===== src/rtl/right_hand_wall_follower_core_macros.svh =====
// ----------------------------------------------------------------------------
// Assertion macros for the wall follower core
// Each macro checks an implication on the rising clock edge, held off in reset.
// ----------------------------------------------------------------------------
`ifndef RIGHT_HAND_WALL_FOLLOWER_CORE_MACROS_SVH
`define RIGHT_HAND_WALL_FOLLOWER_CORE_MACROS_SVH

// Same-cycle implication.
`define RHWF_CHECK(lbl, ante, cons, msg) \
   lbl: assert property (@(posedge clock) disable iff (reset) (ante) |-> (cons)) \
      else $error(msg);

// Next-cycle implication.
`define RHWF_CHECK_NEXT(lbl, ante, cons, msg) \
   lbl: assert property (@(posedge clock) disable iff (reset) (ante) |=> (cons)) \
      else $error(msg);

`endif


===== src/rtl/rhwf_csr.sv =====
// ----------------------------------------------------------------------------
// rhwf_csr
// APB-style register file holding the runner's start column and row.
// ----------------------------------------------------------------------------
`default_nettype none

module rhwf_csr (
   input  wire logic        clock,
   input  wire logic        reset,
   input  wire logic        psel,
   input  wire logic        penable,
   input  wire logic        pwrite,
   input  wire logic [2:0]  paddr,
   input  wire logic [31:0] pwdata,
   output logic [31:0]      prdata,
   output logic             pready,
   output logic [5:0]       start_x,
   output logic [5:0]       start_y
);

   localparam logic REG_START_X = 1'b0;
   localparam logic REG_START_Y = 1'b1;

   logic [5:0] start_x_ff, start_x_in;
   logic [5:0] start_y_ff, start_y_in;
   logic       wr_beat;

   assign pready  = 1'b1;
   assign wr_beat = psel && penable && pwrite;

   always_comb begin
      start_x_in = start_x_ff;
      start_y_in = start_y_ff;
      if (wr_beat) begin
         unique case (paddr[2])
            REG_START_X: start_x_in = pwdata[5:0];
            REG_START_Y: start_y_in = pwdata[5:0];
            default:     start_x_in = start_x_ff;
         endcase
      end
   end

   always_ff @(posedge clock) begin
      if (reset) begin
         start_x_ff <= 6'd1;
         start_y_ff <= 6'd1;
      end else begin
         start_x_ff <= start_x_in;
         start_y_ff <= start_y_in;
      end
   end

   always_comb begin
      unique case (paddr[2])
         REG_START_X: prdata = {26'd0, start_x_ff};
         REG_START_Y: prdata = {26'd0, start_y_ff};
         default:     prdata = 32'd0;
      endcase
   end

   assign start_x = start_x_ff;
   assign start_y = start_y_ff;

endmodule

`default_nettype wire


===== config.mk =====
export PLATFORM = sky130hd
export DESIGN_NAME = rhwf_csr
export DESIGN_NICKNAME = d
export VERILOG_FILES = /design/src/rtl/right_hand_wall_follower_core_macros.svh /design/src/rtl/rhwf_csr.sv
export SDC_FILE = /design/constraint.sdc
export NUM_CORES = 1
export LEC_CHECK = 0
export ABC_AREA = 1
export BUFFER_PORTS_ARGS = -buffer_cell sky130_fd_sc_hd__buf_2
export CAP_MARGIN = 30
export CORE_ASPECT_RATIO = 1.5
export CORE_MARGIN = 3
export CORE_UTILIZATION = 37
export DETAILED_ROUTE_END_ITERATION = 10
export PLACE_DENSITY = 0.88
export SLEW_MARGIN = 40
export SYNTH_ARGS = -nofsm -noshare
export SYNTH_HDL_FRONTEND = slang
export SYNTH_SLANG_ARGS = --single-unit

===== constraint.sdc =====
create_clock -name clock -period 1.4 [get_ports clock]
set_clock_uncertainty 0.05 [all_clocks]
set_input_delay 0.28 -clock clock [delete_from_list [all_inputs] [get_ports clock]]
set_output_delay 0.28 -clock clock [all_outputs]
set_load 0.02 [all_outputs]

==> impl_metrics.csv, run 1 <==
group,metric,value,unit
worst_setup_path,end_kind,"output port",
pwr,power,832,uW
worst_setup_path,crit_required,1070,ps
logic_synthesis,synth_area,816,um2
place,dp_slack,150,ps
finish,syn2layout_area_growth,11.7,%
logic_synthesis,ys_ff_latch,12,
global_routing,track_usage,12.6,%
detailed_routing,wl_per_cell,9.28,um
detailed_routing,drc,0,
timing,finalHoldViolations,0,
finish,fill_cells,256,
logic_synthesis,yosysTopAreaCellShare,29.4,%
outcome,status,"completed",
pwr,power.density,913,nW/um2
timing,drv_slew,0,
place,hpwl,1270,um
floorplanning,die_w,44.3,um
pwr,p_leak,0.527,nW
place,placedCellCount,169,
finish,n_antenna_cell,0,
detailed_routing,drtIter0Drc,13,
hold_path,holdCritPathClass,"input pin to flip-flop",
finish,drive_gt1_share,28.5,%
finish,stdcell_area,911,um2
detailed_routing,drt-total-wl,1610,um
global_routing,grt_pass1_vias,613,
cts,cts_inserted_buffers,3,
logic_synthesis,yosysUniqueCellTypes,16,
floorplanning,start_util,39.8,%
detailed_routing,ant_nets,0,
finish,final_cell_mix,"nand2_1 (31), buf_2 (29), conb_1 (27), nor2_1 (20), dfxtp_1 (12)",
timing,whs,188,ps
floorplanning,num_rows,20,
worst_setup_path,worst_ep_arrival_time,910,ps
logic_synthesis,yosysTopAreaCell,"dfxtp_1",
worst_setup_path,worstPathMaxFanout,11,
timing,rsz0062_at_grt,"no",
global_routing,antenna_found_initial,0,
pwr,vdd_drop_max,0.366,mV
floorplanning,die_area,2820,um2
detailed_routing,dr.pass1.iters,4,
cts,path_clk_slew,70,ps
logic_synthesis,synth_area_leaders,"dfxtp_1 (29%), buf_4 (25%), nand2_1 (14%)",
cts,ctsResizeCount,0,
job,drv_cap,0,
global_routing,grt_overflow,0,
floorplanning,ioPinCount,85,
global_routing,grt.met1_usage,14.7,%
place,post_dp_cell_area,875,um2
global_routing,grt_use_met3,1.71,%
worst_setup_path,path_class,"input pin to output port",
cts,cts_root_buf,"clkbuf_4",
detailed_routing,via_per_inst,4.25,
timing,setup_slack,163,ps
timing,setup_viol,0,
logic_synthesis,syn_area_per_cell,6.74,um2
cts,clkLatencyLatePin,270,ps
global_routing,grt_max_degree,13,
finish,utilization,44.4,%
cts,postCtsHoldBufs,0,
place,portBuffers,29,
cts,htreeDepth,1,
logic_synthesis,synth_warnings,0,
place,gp_congestion,0.663,
floorplanning,core_area,2050,um2
worst_setup_path,reg2regPathDepth,2,
finish,final_common_cell,"nand2_1",
finish,final_cells,173,
floorplanning,die_h,63.5,um
worst_setup_path,start_kind,"input pin",
timing,final.setup.tns,0,ps
finish,layout.nets,192,
timing,max_freq,0.808,GHz
hold_path,whs_path_depth,3,
global_routing,met2_usage,20.6,%
cts,cts_tree,"built",
cts,post_cts_buffers,0,
timing,min_period,1240,ps
global_routing,grt_pass1_wl,2620,um
timing,period_share,88.4,%
global_routing,busiest_layer,"met2",
logic_synthesis,synthCells,121,
detailed_routing,num_vias,736,
cts,clock_sinks,12,
logic_synthesis,ys_seq_area_share,29.4,%
cts,clk_path_buf_depth,2,
==> layer usage <==
layer  up-vias  wire [um]
met2        47        829
met5         -          0
met3         4        161
met4         0         27
met1       313        586
li1        372          -
==> registers in the layout, indices dropped and copies added, names as in the netlist <==
register / cells
start_x: 6
start_y: 6
==> kinds of logic after synthesis <==
| group | synth area share [%] |
|---|---|
| compound gates | 1.23 |
| flops | 29.4 |
| buf+inv | 31.0 |
| simple gates | 37.4 |
| other cells | 0.921 |
==> synthesized netlist by cell type <==
| master | n |
|---|---|
| nor2_1 | 20 |
| nand3_2 | 4 |
| nand3_1 | 9 |
| buf_4 | 27 |
| inv_2 | 1 |
| o21ai_0 | 1 |
| buf_2 | 1 |
| inv_1 | 7 |
| clkbuf_1 | 1 |
| nand2_1 | 31 |
| buf_6 | 1 |
| o21ai_1 | 1 |
| nor2_2 | 1 |
| dfxtp_1 | 12 |
| conb_1 | 2 |
| nor2_4 | 2 |
==> worst max-delay path, stage by stage <==
cell and delay [ps]:
buf_2 150, inv_2 190, nand2_1 80, nand2_1 60
buf_2 150
==> final cells by class <==
cell class / instances / area (um2) / area share (%)
Multi-Input combinational cell: 96 / 417 / 45.7
Clock buffer: 4 / 36.3 / 3.98
Timing Repair Buffer: 31 / 160 / 17.6
Inverter: 8 / 30.0 / 3.30
Tap cell: 22 / 27.5 / 3.02
Sequential cell: 12 / 240 / 26.4
==> final timing paths <==
| check | endpoint | slack (ps) | from |
|---|---|---|---|
| worst max-delay path | prdata[5] | 160 | paddr[2] |
| worst max register to register | start_x[0] | 760 | start_x[0] |
| worst min register to register | start_y[2] | 450 | start_y[2] |
| worst min-delay path | start_y[0] | 190 | pwdata[0] |
==> power by group <==
group / switching (mW) / total, mW / internal [mW]
sequential: 0.00796 / 0.361 / 0.353
combinational: 0.151 / 0.199 / 0.0475
clock: 0.114 / 0.272 / 0.158
Note: power is estimated with default switching activity, not from simulation.
==> run 2: changes to the inputs <==
--- a/config.mk
+++ b/config.mk
@@ -9,7 +9,6 @@
 export BUFFER_PORTS_ARGS = -buffer_cell sky130_fd_sc_hd__buf_2
 export CAP_MARGIN = 30
 export CORE_ASPECT_RATIO = 1.5
-export CORE_MARGIN = 3
 export CORE_UTILIZATION = 37
 export DETAILED_ROUTE_END_ITERATION = 10
 export PLACE_DENSITY = 0.88
==> constraint.sdc (replaced) <==
create_clock -name clock -period 1.4 [get_ports clock]
set_clock_uncertainty 0.05 [all_clocks]
set_input_delay 0.28 -clock clock [delete_from_list [all_inputs] [get_ports clock]]
set_output_delay 0.28 -clock clock [all_outputs]
set_load 0.01 [all_outputs]
==> run 2 against run 1 <==
Final cell count down 0.58%. First-iteration DRC count down 62%. Highest routed layer unchanged. Design area down 0.82%. Sequential cell count unchanged. Largest power group unchanged. Sequential power about the same. Register-to-register slack about the same.
==> impl_metrics.csv, run 2 (synthesis gave the netlist of run 1 again) <==
group,metric,value,unit
detailed_routing,dr.pass1.iters,2,
cts,post_cts_buffers,0,
finish,layout.nets,191,
finish,drive_gt1_share,28.0,%
cts,path_clk_slew,80,ps
place,portBuffers,29,
cts,cts_tree,"built",
place,post_dp_cell_area,867,um2
hold_path,holdCritPathClass,"input pin to flip-flop",
timing,period_share,90.2,%
finish,regArea,240,um2
worst_setup_path,start_kind,"input pin",
global_routing,antenna_found_initial,0,
timing,finalHoldViolations,0,
detailed_routing,via_per_inst,4.20,
cts,clock_sinks,12,
global_routing,grt_overflow,0,
worst_setup_path,worst_ep_arrival_time,930,ps
place,placedCellCount,168,
cts,ctsResizeCount,0,
job,drv_cap,0,
outcome,status,"completed",
cts,htreeDepth,1,
cts,clk_path_buf_depth,2,
detailed_routing,wl_per_cell,9.01,um
timing,drv_slew,0,
timing,min_period,1260,ps
worst_setup_path,crit_required,1070,ps
global_routing,grt_pass1_vias,604,
pwr,power,785,uW
timing,max_freq,0.791,GHz
finish,stdcell_area,903,um2
global_routing,grt_max_degree,14,
pwr,p_leak,0.522,nW
worst_setup_path,reg2reg_slack,750,ps
global_routing,grt_pass1_wl,2450,um
detailed_routing,drt-total-wl,1550,um
detailed_routing,num_vias,722,
finish,final_cells,172,
timing,setup_viol,0,
floorplanning,die_w,40.3,um
worst_setup_path,worstPathMaxFanout,13,
pwr,power.density,869,nW/um2
cts,cts_root_buf,"clkbuf_4",
detailed_routing,drtIter0Drc,5,
finish,multi_input_area,417,um2
floorplanning,die_area,2400,um2
finish,syn2layout_area_growth,10.7,%
floorplanning,die_h,59.5,um
floorplanning,start_util,39.8,%
place,hpwl,1180,um
detailed_routing,drc,0,
cts,postCtsHoldBufs,0,
hold_path,whs_path_depth,3,
cts,clkLatencyLatePin,270,ps
cts,cts_inserted_buffers,3,
finish,n_antenna_cell,0,
finish,utilization,44.0,%
pwr,vdd_drop_max,0.358,mV
global_routing,track_usage,14.9,%
detailed_routing,ant_nets,0,
floorplanning,ioPinCount,85,
floorplanning,core_area,2050,um2
worst_setup_path,reg2regPathDepth,2,
timing,final.setup.tns,0,ps
floorplanning,num_rows,20,
finish,fill_cells,245,
worst_setup_path,end_kind,"output port",
place,gp_congestion,0.673,
timing,rsz0062_at_grt,"no",
finish,final_cell_mix,"nand2_1 (31), buf_2 (29), conb_1 (27), nor2_1 (20), dfxtp_1 (12)",
finish,final_common_cell,"nand2_1",
worst_setup_path,path_class,"input pin to output port",
-- run 2: area by class of cell --
type                            instances  share of cell area [%]
Sequential cell                        12                    26.6
Timing Repair Buffer                   30                    16.9
Inverter                                8                    3.32
Clock buffer                            4                    4.02
Multi-Input combinational cell         96                    46.1
Tap cell                               22                    3.05
-- run 2: critical path: stages --
cell and delay [ps]:
buf_2 150, inv_2 240, nand2_1 80, nand2_1 70, buf_2 120
-- run 2: per-stage QoR --
| stage | hold WS, ps | setup WS [ps] |
|---|---|---|
| after floorplan | 356 | 434 |
| final | 189 | 137 |
| after CTS | 180 | 131 |
| after detailed placement | 438 | 135 |
| after global placement | 423 | 122 |
| after global routing | 204 | 40.7 |
-- run 2: routing by layer --
layer | track usage, % | routed length, um | vias up
li1 | - | - | 372
met1 | 15.7 | 606 | 311
met2 | 26.1 | 821 | 37
met3 | 1.13 | 91 | 2
met4 | 10.0 | 29 | 0
met5 | 0 | 0 | -
-- run 2: path summary, 6_finish.rpt --
check	to	from
setup / recovery	prdata[3]	paddr[2]
hold / removal	start_x[0]	pwdata[0]
setup reg to reg	start_y[0]	start_y[0]
hold reg to reg	start_y[2]	start_y[2]
-- run 2: power breakdown --
group          internal [mW]  switching, mW  total, mW
Sequential             0.353        0.00826      0.361
Combinational         0.0455          0.104      0.149
Clock                  0.158          0.117      0.275
