## config.mk

```make
export PLATFORM = sky130hd
export DESIGN_NAME = rhwf_ctrl
export DESIGN_NICKNAME = d
export VERILOG_FILES = /design/src/rtl/rhwf_pkg.sv /design/src/rtl/rhwf_ctrl.sv
export VERILOG_INCLUDE_DIRS = /design/src /design/src/rtl
export SDC_FILE = /design/constraint.sdc
export NUM_CORES = 1
export LEC_CHECK = 0
export BUFFER_PORTS_ARGS = -buffer_cell sky130_fd_sc_hd__buf_2
export CAP_MARGIN = 20
export CORE_MARGIN = 10
export CORE_UTILIZATION = 51
export DETAILED_ROUTE_END_ITERATION = 10
export PLACE_DENSITY = 0.82
export SYNTH_ARGS = -nofsm -noshare
export SYNTH_HDL_FRONTEND = slang
export SYNTH_SLANG_ARGS = --single-unit
```

## constraint.sdc

```tcl
create_clock -name clock -period 2.2 [get_ports clock]
set_clock_uncertainty 0.15 [all_clocks]
set_input_delay 0 -clock clock [delete_from_list [all_inputs] [get_ports clock]]
set_output_delay 0 -clock clock [all_outputs]
set_load 0.02 [all_outputs]
```

## src/rtl/right_hand_wall_follower_core_macros.svh

```systemverilog
// ----------------------------------------------------------------------------
// Assertion macros for the wall follower core
// Each macro checks an implication on the rising clock edge, held off in reset.
// ----------------------------------------------------------------------------
`ifndef RIGHT_HAND_WALL_FOLLOWER_CORE_MACROS_SVH
`define RIGHT_HAND_WALL_FOLLOWER_CORE_MACROS_SVH

// Same-cycle implication.
`define RHWF_CHECK(lbl, ante, cons, msg) \
   lbl: assert property (@(posedge clock) disable iff (reset) (ante) |-> (cons)) \
      else $error(msg);

// Next-cycle implication.
`define RHWF_CHECK_NEXT(lbl, ante, cons, msg) \
   lbl: assert property (@(posedge clock) disable iff (reset) (ante) |=> (cons)) \
      else $error(msg);

`endif

```

## src/rtl/rhwf_pkg.sv

```systemverilog
// ----------------------------------------------------------------------------
// rhwf_pkg
// Cell codes, headings, modes and the controller/datapath interface types.
// ----------------------------------------------------------------------------
`default_nettype none

package rhwf_pkg;

   typedef logic [2:0] code_type;
   typedef logic [1:0] dir_type;
   typedef logic [1:0] mode_type;
   typedef logic [1:0] addr_sel_type;

   localparam code_type CODE_OPEN    = 3'd0;
   localparam code_type CODE_WALL    = 3'd1;
   localparam code_type CODE_END     = 3'd2;
   localparam code_type CODE_DOT     = 3'd3;
   localparam code_type CODE_SMALL_O = 3'd4;
   localparam code_type CODE_BIG_O   = 3'd5;
   localparam code_type CODE_AT      = 3'd6;

   localparam dir_type DIR_NORTH = 2'd0;
   localparam dir_type DIR_EAST  = 2'd1;
   localparam dir_type DIR_SOUTH = 2'd2;
   localparam dir_type DIR_WEST  = 2'd3;

   localparam mode_type MODE_WRITE   = 2'd0;
   localparam mode_type MODE_STEP    = 2'd1;
   localparam mode_type MODE_READ    = 2'd2;
   localparam mode_type MODE_RESTART = 2'd3;

   // grid port address source
   localparam addr_sel_type SEL_RUNNER = 2'd0;
   localparam addr_sel_type SEL_CELL   = 2'd1;
   localparam addr_sel_type SEL_NEIGH  = 2'd2;

   typedef struct packed {
      logic         load_req;
      logic         rd_en;
      addr_sel_type sel;
      dir_type      dir;
      logic         wr_cell;
      logic         wr_crumb;
      logic         set_dir;
      logic         restart;
      logic         cap_here;
      logic         cap_shown;
      logic         out_load;
   } cmd_type;

   typedef struct packed {
      logic     code_wall;
      logic     code_end;
      dir_type  heading;
      mode_type mode;
   } sts_type;

   function automatic code_type next_crumb(input code_type code);
      code_type result;
      unique case (code)
         CODE_OPEN:    result = CODE_DOT;
         CODE_DOT:     result = CODE_SMALL_O;
         CODE_SMALL_O: result = CODE_BIG_O;
         CODE_END:     result = CODE_END;
         default:      result = CODE_AT;
      endcase
      return result;
   endfunction

endpackage

`default_nettype wire

```

## src/rtl/rhwf_ctrl.sv

```systemverilog
// ----------------------------------------------------------------------------
// rhwf_ctrl
// Sequencer: orders grid accesses per mode and owns both handshakes.
// ----------------------------------------------------------------------------
`default_nettype none

`include "right_hand_wall_follower_core_macros.svh"

module rhwf_ctrl
   import rhwf_pkg::*;
(
   input  wire logic     clock,
   input  wire logic     reset,
   input  wire logic     req_valid,
   input  wire mode_type req_mode,
   output logic          req_stall,
   output logic          rsp_valid,
   input  wire logic     rsp_stall,
   input  wire sts_type  sts,
   output cmd_type       cmd
);

   localparam logic [3:0] ST_IDLE      = 4'd0;
   localparam logic [3:0] ST_WR_CELL   = 4'd1;
   localparam logic [3:0] ST_RESTART   = 4'd2;
   localparam logic [3:0] ST_RD_CELL   = 4'd3;
   localparam logic [3:0] ST_RD_HERE   = 4'd4;
   localparam logic [3:0] ST_FIN_HERE  = 4'd5;
   localparam logic [3:0] ST_STEP_HERE = 4'd6;
   localparam logic [3:0] ST_LOOK_R    = 4'd7;
   localparam logic [3:0] ST_LOOK_F    = 4'd8;
   localparam logic [3:0] ST_LOOK_L    = 4'd9;
   localparam logic [3:0] ST_LOOK_B    = 4'd10;
   localparam logic [3:0] ST_OUT       = 4'd11;

   logic [3:0] state_ff, state_in;
   logic       rsp_valid_ff, rsp_valid_in;
   logic       req_beat;
   dir_type    dir_right, dir_left, dir_back;

   assign req_stall = (state_ff != ST_IDLE);
   assign req_beat  = req_valid && !req_stall;
   assign rsp_valid = rsp_valid_ff;

   assign dir_right = sts.heading + 2'd1;
   assign dir_left  = sts.heading + 2'd3;
   assign dir_back  = sts.heading + 2'd2;

   always_comb begin
      state_in = state_ff;
      cmd      = '0;
      cmd.sel  = SEL_RUNNER;
      cmd.dir  = sts.heading;
      unique case (state_ff)
         ST_IDLE: begin
            if (req_beat) begin
               cmd.load_req = 1'b1;
               unique case (req_mode)
                  MODE_WRITE:   state_in = ST_WR_CELL;
                  MODE_STEP:    state_in = ST_RD_HERE;
                  MODE_READ:    state_in = ST_RD_CELL;
                  MODE_RESTART: state_in = ST_RESTART;
                  default:      state_in = ST_IDLE;
               endcase
            end
         end
         ST_WR_CELL: begin
            cmd.sel     = SEL_CELL;
            cmd.wr_cell = 1'b1;
            state_in    = ST_RD_HERE;
         end
         ST_RESTART: begin
            cmd.restart = 1'b1;
            state_in    = ST_RD_HERE;
         end
         ST_RD_CELL: begin
            cmd.sel   = SEL_CELL;
            cmd.rd_en = 1'b1;
            state_in  = ST_RD_HERE;
         end
         ST_RD_HERE: begin
            cmd.rd_en     = 1'b1;
            cmd.cap_shown = (sts.mode == MODE_READ);
            state_in      = (sts.mode == MODE_STEP) ? ST_STEP_HERE : ST_FIN_HERE;
         end
         ST_FIN_HERE: begin
            cmd.cap_here = 1'b1;
            state_in     = ST_OUT;
         end
         ST_STEP_HERE: begin
            cmd.cap_here = 1'b1;
            if (sts.code_end) begin
               state_in = ST_OUT;
            end else begin
               cmd.rd_en = 1'b1;
               cmd.sel   = SEL_NEIGH;
               cmd.dir   = dir_right;
               state_in  = ST_LOOK_R;
            end
         end
         ST_LOOK_R: begin
            cmd.sel = SEL_NEIGH;
            cmd.dir = dir_right;
            if (!sts.code_wall) begin
               cmd.wr_crumb = 1'b1;
               state_in     = ST_OUT;
            end else begin
               cmd.rd_en = 1'b1;
               cmd.dir   = sts.heading;
               state_in  = ST_LOOK_F;
            end
         end
         ST_LOOK_F: begin
            cmd.sel = SEL_NEIGH;
            cmd.dir = sts.heading;
            if (!sts.code_wall) begin
               cmd.wr_crumb = 1'b1;
               state_in     = ST_OUT;
            end else begin
               cmd.rd_en = 1'b1;
               cmd.dir   = dir_left;
               state_in  = ST_LOOK_L;
            end
         end
         ST_LOOK_L: begin
            cmd.sel = SEL_NEIGH;
            cmd.dir = dir_left;
            if (!sts.code_wall) begin
               cmd.wr_crumb = 1'b1;
               state_in     = ST_OUT;
            end else begin
               cmd.rd_en = 1'b1;
               cmd.dir   = dir_back;
               state_in  = ST_LOOK_B;
            end
         end
         ST_LOOK_B: begin
            // boxed in on three sides: turn back, move only if the way is open
            cmd.sel = SEL_NEIGH;
            cmd.dir = dir_back;
            if (!sts.code_wall) begin
               cmd.wr_crumb = 1'b1;
            end else begin
               cmd.set_dir = 1'b1;
            end
            state_in = ST_OUT;
         end
         ST_OUT: begin
            if (!rsp_valid_ff || !rsp_stall) begin
               cmd.out_load = 1'b1;
               state_in     = ST_IDLE;
            end
         end
         default: begin
            state_in = ST_IDLE;
         end
      endcase
   end

   assign rsp_valid_in = cmd.out_load || (rsp_valid_ff && rsp_stall);

   always_ff @(posedge clock) begin
      if (reset) begin
         state_ff     <= ST_IDLE;
         rsp_valid_ff <= 1'b0;
      end else begin
         state_ff     <= state_in;
         rsp_valid_ff <= rsp_valid_in;
      end
   end

   // single grid port: never a read and a write together
   `RHWF_CHECK(a_one_port, cmd.rd_en, !(cmd.wr_cell || cmd.wr_crumb), "grid port clash")
   // a breadcrumb is only laid on a cell that is not wall
   `RHWF_CHECK(a_crumb_open, cmd.wr_crumb, !sts.code_wall, "crumb on wall")
   // a pending result that is stalled must not be overwritten
   `RHWF_CHECK(a_no_overrun, rsp_valid_ff && rsp_stall, !cmd.out_load, "result overrun")
   // an accepted beat always starts work
   `RHWF_CHECK_NEXT(a_busy_after_beat, req_beat, state_ff != ST_IDLE, "beat dropped")

endmodule

`default_nettype wire

```

==> results.json <==
{
  "grt_pass1_wl_um": 3310,
  "synth_nets": 121,
  "initial_core_util_pct": 54.6,
  "yosys_register_bits": 5,
  "cap_violations": 0,
  "htreeDepth": 1,
  "final_util_pct": 69.0,
  "setup_slack_ns": 0.168,
  "cts_root_buf": "clkbuf_4",
  "cts_setup_buffers": 0,
  "grt_pass1_vias": 788,
  "path_class": "register to output port",
  "numCtsBuffers": 3,
  "antenna_found_initial": 0,
  "dr.pass1.iters": 4,
  "p_sw_mw": 0.553,
  "crit_required_ns": 2.05,
  "clock_sinks": 5,
  "rr_endpoint": "state_ff[0]$_SDFFE_PP0P_",
  "worst_pin_slew_ns": 0.588,
  "relSlewSlack_pct": 60.7,
  "hold_depth": 3,
  "yosysWarnings": 0,
  "drive_above_1_share_pct": 27.7,
  "clock.fmax_ghz": 0.492,
  "max_stage_delay_ns": 0.69,
  "grt_max_degree": 19,
  "cts_buffer_depth": 2,
  "synthArstFlopShare_pct": 0,
  "p_per_area_mw_per_mm2": 1140,
  "die_w_um": 57.6,
  "detail-route-antenna-nets": 0,
  "ios": 27,
  "antennaDiodeCount": 0,
  "p_seq_share_pct": 23.2,
  "p_int_mw": 0.488,
  "grt_overflow_total": 0,
  "die_area_sq_mm": 0.00331,
  "critPathLaunchType": "register",
  "synth_ff_type": "dfxtp_1",
  "hold_class": "primary input to register",
  "crit_chain": "nand3b_1 -> a2bb2oi_1 -> or3_1 -> nand4_1 -> buf_2",
  "nets": 150,
  "end_kind": "output port",
  "cp_data_arrival_time_ns": 1.88,
  "core_sq_mm": 0.00132,
  "wl_um": 1990,
  "syn_area_sq_um": 719,
  "placementRows": 13,
  "area_delta_synth_final_pct": 26.4,
  "dpl.hpwl_um": 1550,
  "gp_congestion": 0.847,
  "clk_latency_ns": 0.24,
  "drt_iter0_drc": 30,
  "setup_violations": 0,
  "grt.total_usage_pct": 11.6,
  "min_to": "state_ff[1]$_SDFFE_PP0P_",
  "ys_types": 39,
  "crit_slowest_cell": "dfxtp_1",
  "drcViolationCount": 0,
  "mostFrequentLayoutCell": "buf_2",
  "postSynthCellCount": 109,
  "p_clk_share_pct": 10.3,
  "r2r_cells": 4,
  "clkSlewWorstSetupHoldPaths_ns": 0.04,
  "path_max_fanout": 18,
  "p_comb_share_pct": 66.6,
  "avgRoutedWirePerCell_um": 13.1,
  "port_buffers": 26,
  "ys_seq_area_share_pct": 13.9,
  "fin_crit_sh_pct": 92.4,
  "status": "finished clean",
  "viasPerCell": 5.97,
  "leakage_nw": 0.397,
  "r2r_start": "state_ff[1]$_SDFFE_PP0P_",
  "rsz0062_at_grt": "no",
  "dp_worst_setup_slack_ns": 0.439,
  "rrSetupSlack_ns": 0.44,
  "hold_viol_final": 0,
  "syn_avg_cell_area_sq_um": 6.60,
  "setup_tns_ns": 0,
  "holdCritStartpoint": "req_valid",
  "cts_tree": "yes",
  "ir_drop_mv": 0.792,
  "swShare_pct": 53.1,
  "layout_common_cells": "buf_2, nor2b_1, nor2_1",
  "min_period_ns": 2.03,
  "num_vias": 907,
  "synth_edf_count": 0,
  "finalMaxSlewViolations": 0,
  "die_y_um": 57.6
}
[registers in the layout, summed over array words and instances (netlist names)]
name,cells
rsp_valid,1
state_ff,4
[stage by stage]
stage | hold WS [ns] | area (sq um) | std cells | total power [mW]
after CTS | 0.0427 | 910 | 152 | 1.05
after detailed placement | 0.0597 | 853 | 145 | 0.928
final | 0.0421 | 910 | 152 | 1.04
after global placement | 0.0558 | 853 | 145 | 0.920
after floorplan | -0.0809 | 719 | 109 | 0.742
after global routing | 0.0652 | 910 | 152 | 1.13
[repair_timing]
item / CTS / global route
hold buffers: 3 / 0
hold endpoints to repair: 5 / 0
gates resized for setup: 0 / 0
[layer usage]
layer,up-vias,wire [um],GRT usage (%)
li1,450,-,-
met1,417,909,14.3
met2,36,917,17.8
met3,4,141,2.88
met4,0,23,6.04
met5,-,0,0
[Yosys cell counts (all sizes together) (2+ instances only)]
cell      n  area (sq um)
a21oi     8          40.0
a2bb2oi   3          26.3
a31oi     2          12.5
and2      2          12.5
and3      2          12.5
buf       4          22.5
clkbuf    4          15.0
dfxtp     5           100
inv       4          15.0
nand2     8          30.0
nand2b    5          31.3
nand3     4          20.0
nand4     3          18.8
nor2     10          37.5
nor2b    10          62.6
nor3      4          20.0
nor3b     2          20.0
o211ai    2          15.0
o21ai     7          35.0
or2       2          12.5
or3       3          18.8
xnor2     2          17.5
[layout make-up]
type / count / area (sq um)
clock buffers: 4 / 26.3
fillers: 117 / 408
inverters: 4 / 15.0
multi-input cells: 92 / 567
flip-flops and latches: 5 / 100
well taps: 15 / 18.8
repair buffers: 32 / 183
[worst max path at each step]
stage,slack (ns),start,to,cells past startpoint
2_1_floorplan,0.55,state_ff[2]$_SDFFE_PP0P_,cmd[1],3
3_3_place_gp,0.45,state_ff[1]$_SDFFE_PP0P_,state_ff[0]$_SDFFE_PP0P_,4
3_5_place_dp,0.44,state_ff[1]$_SDFFE_PP0P_,cmd[7],5
4_1_cts,0.16,state_ff[1]$_SDFFE_PP0P_,cmd[7],5
5_1_grt,0.005,state_ff[1]$_SDFFE_PP0P_,cmd[7],5
6_report,0.17,state_ff[1]$_SDFFE_PP0P_,cmd[7],5
[worst max-delay path: cells and delay by family (launching register included)]
family / cells / cell delay (ns)
flops: 1 / 0.69
simple gates: 3 / 0.63
buf+inv: 1 / 0.16
compound gates: 1 / 0.16
[cells by family after synthesis]
logic type	count (synthesis)	synth area share, %
AND/OR/NAND/NOR	58	45.0
AO/OA/AOI/OAI	31	29.9
buffers and inverters	12	7.30
flip-flops	5	13.9
XOR/XNOR	2	2.44
multiplexers	1	1.39
[power groups by stage]
stage / Combinational (mW) / Clock (mW) / Sequential [mW]
after detailed placement: 0.689 / 0 / 0.238
final: 0.693 / 0.107 / 0.241
after global placement: 0.683 / 0 / 0.237
after CTS: 0.697 / 0.113 / 0.239
after global routing: 0.757 / 0.117 / 0.254
after floorplan: 0.584 / 0 / 0.158
No activity file was read; power rests on OpenSTA's default activity.
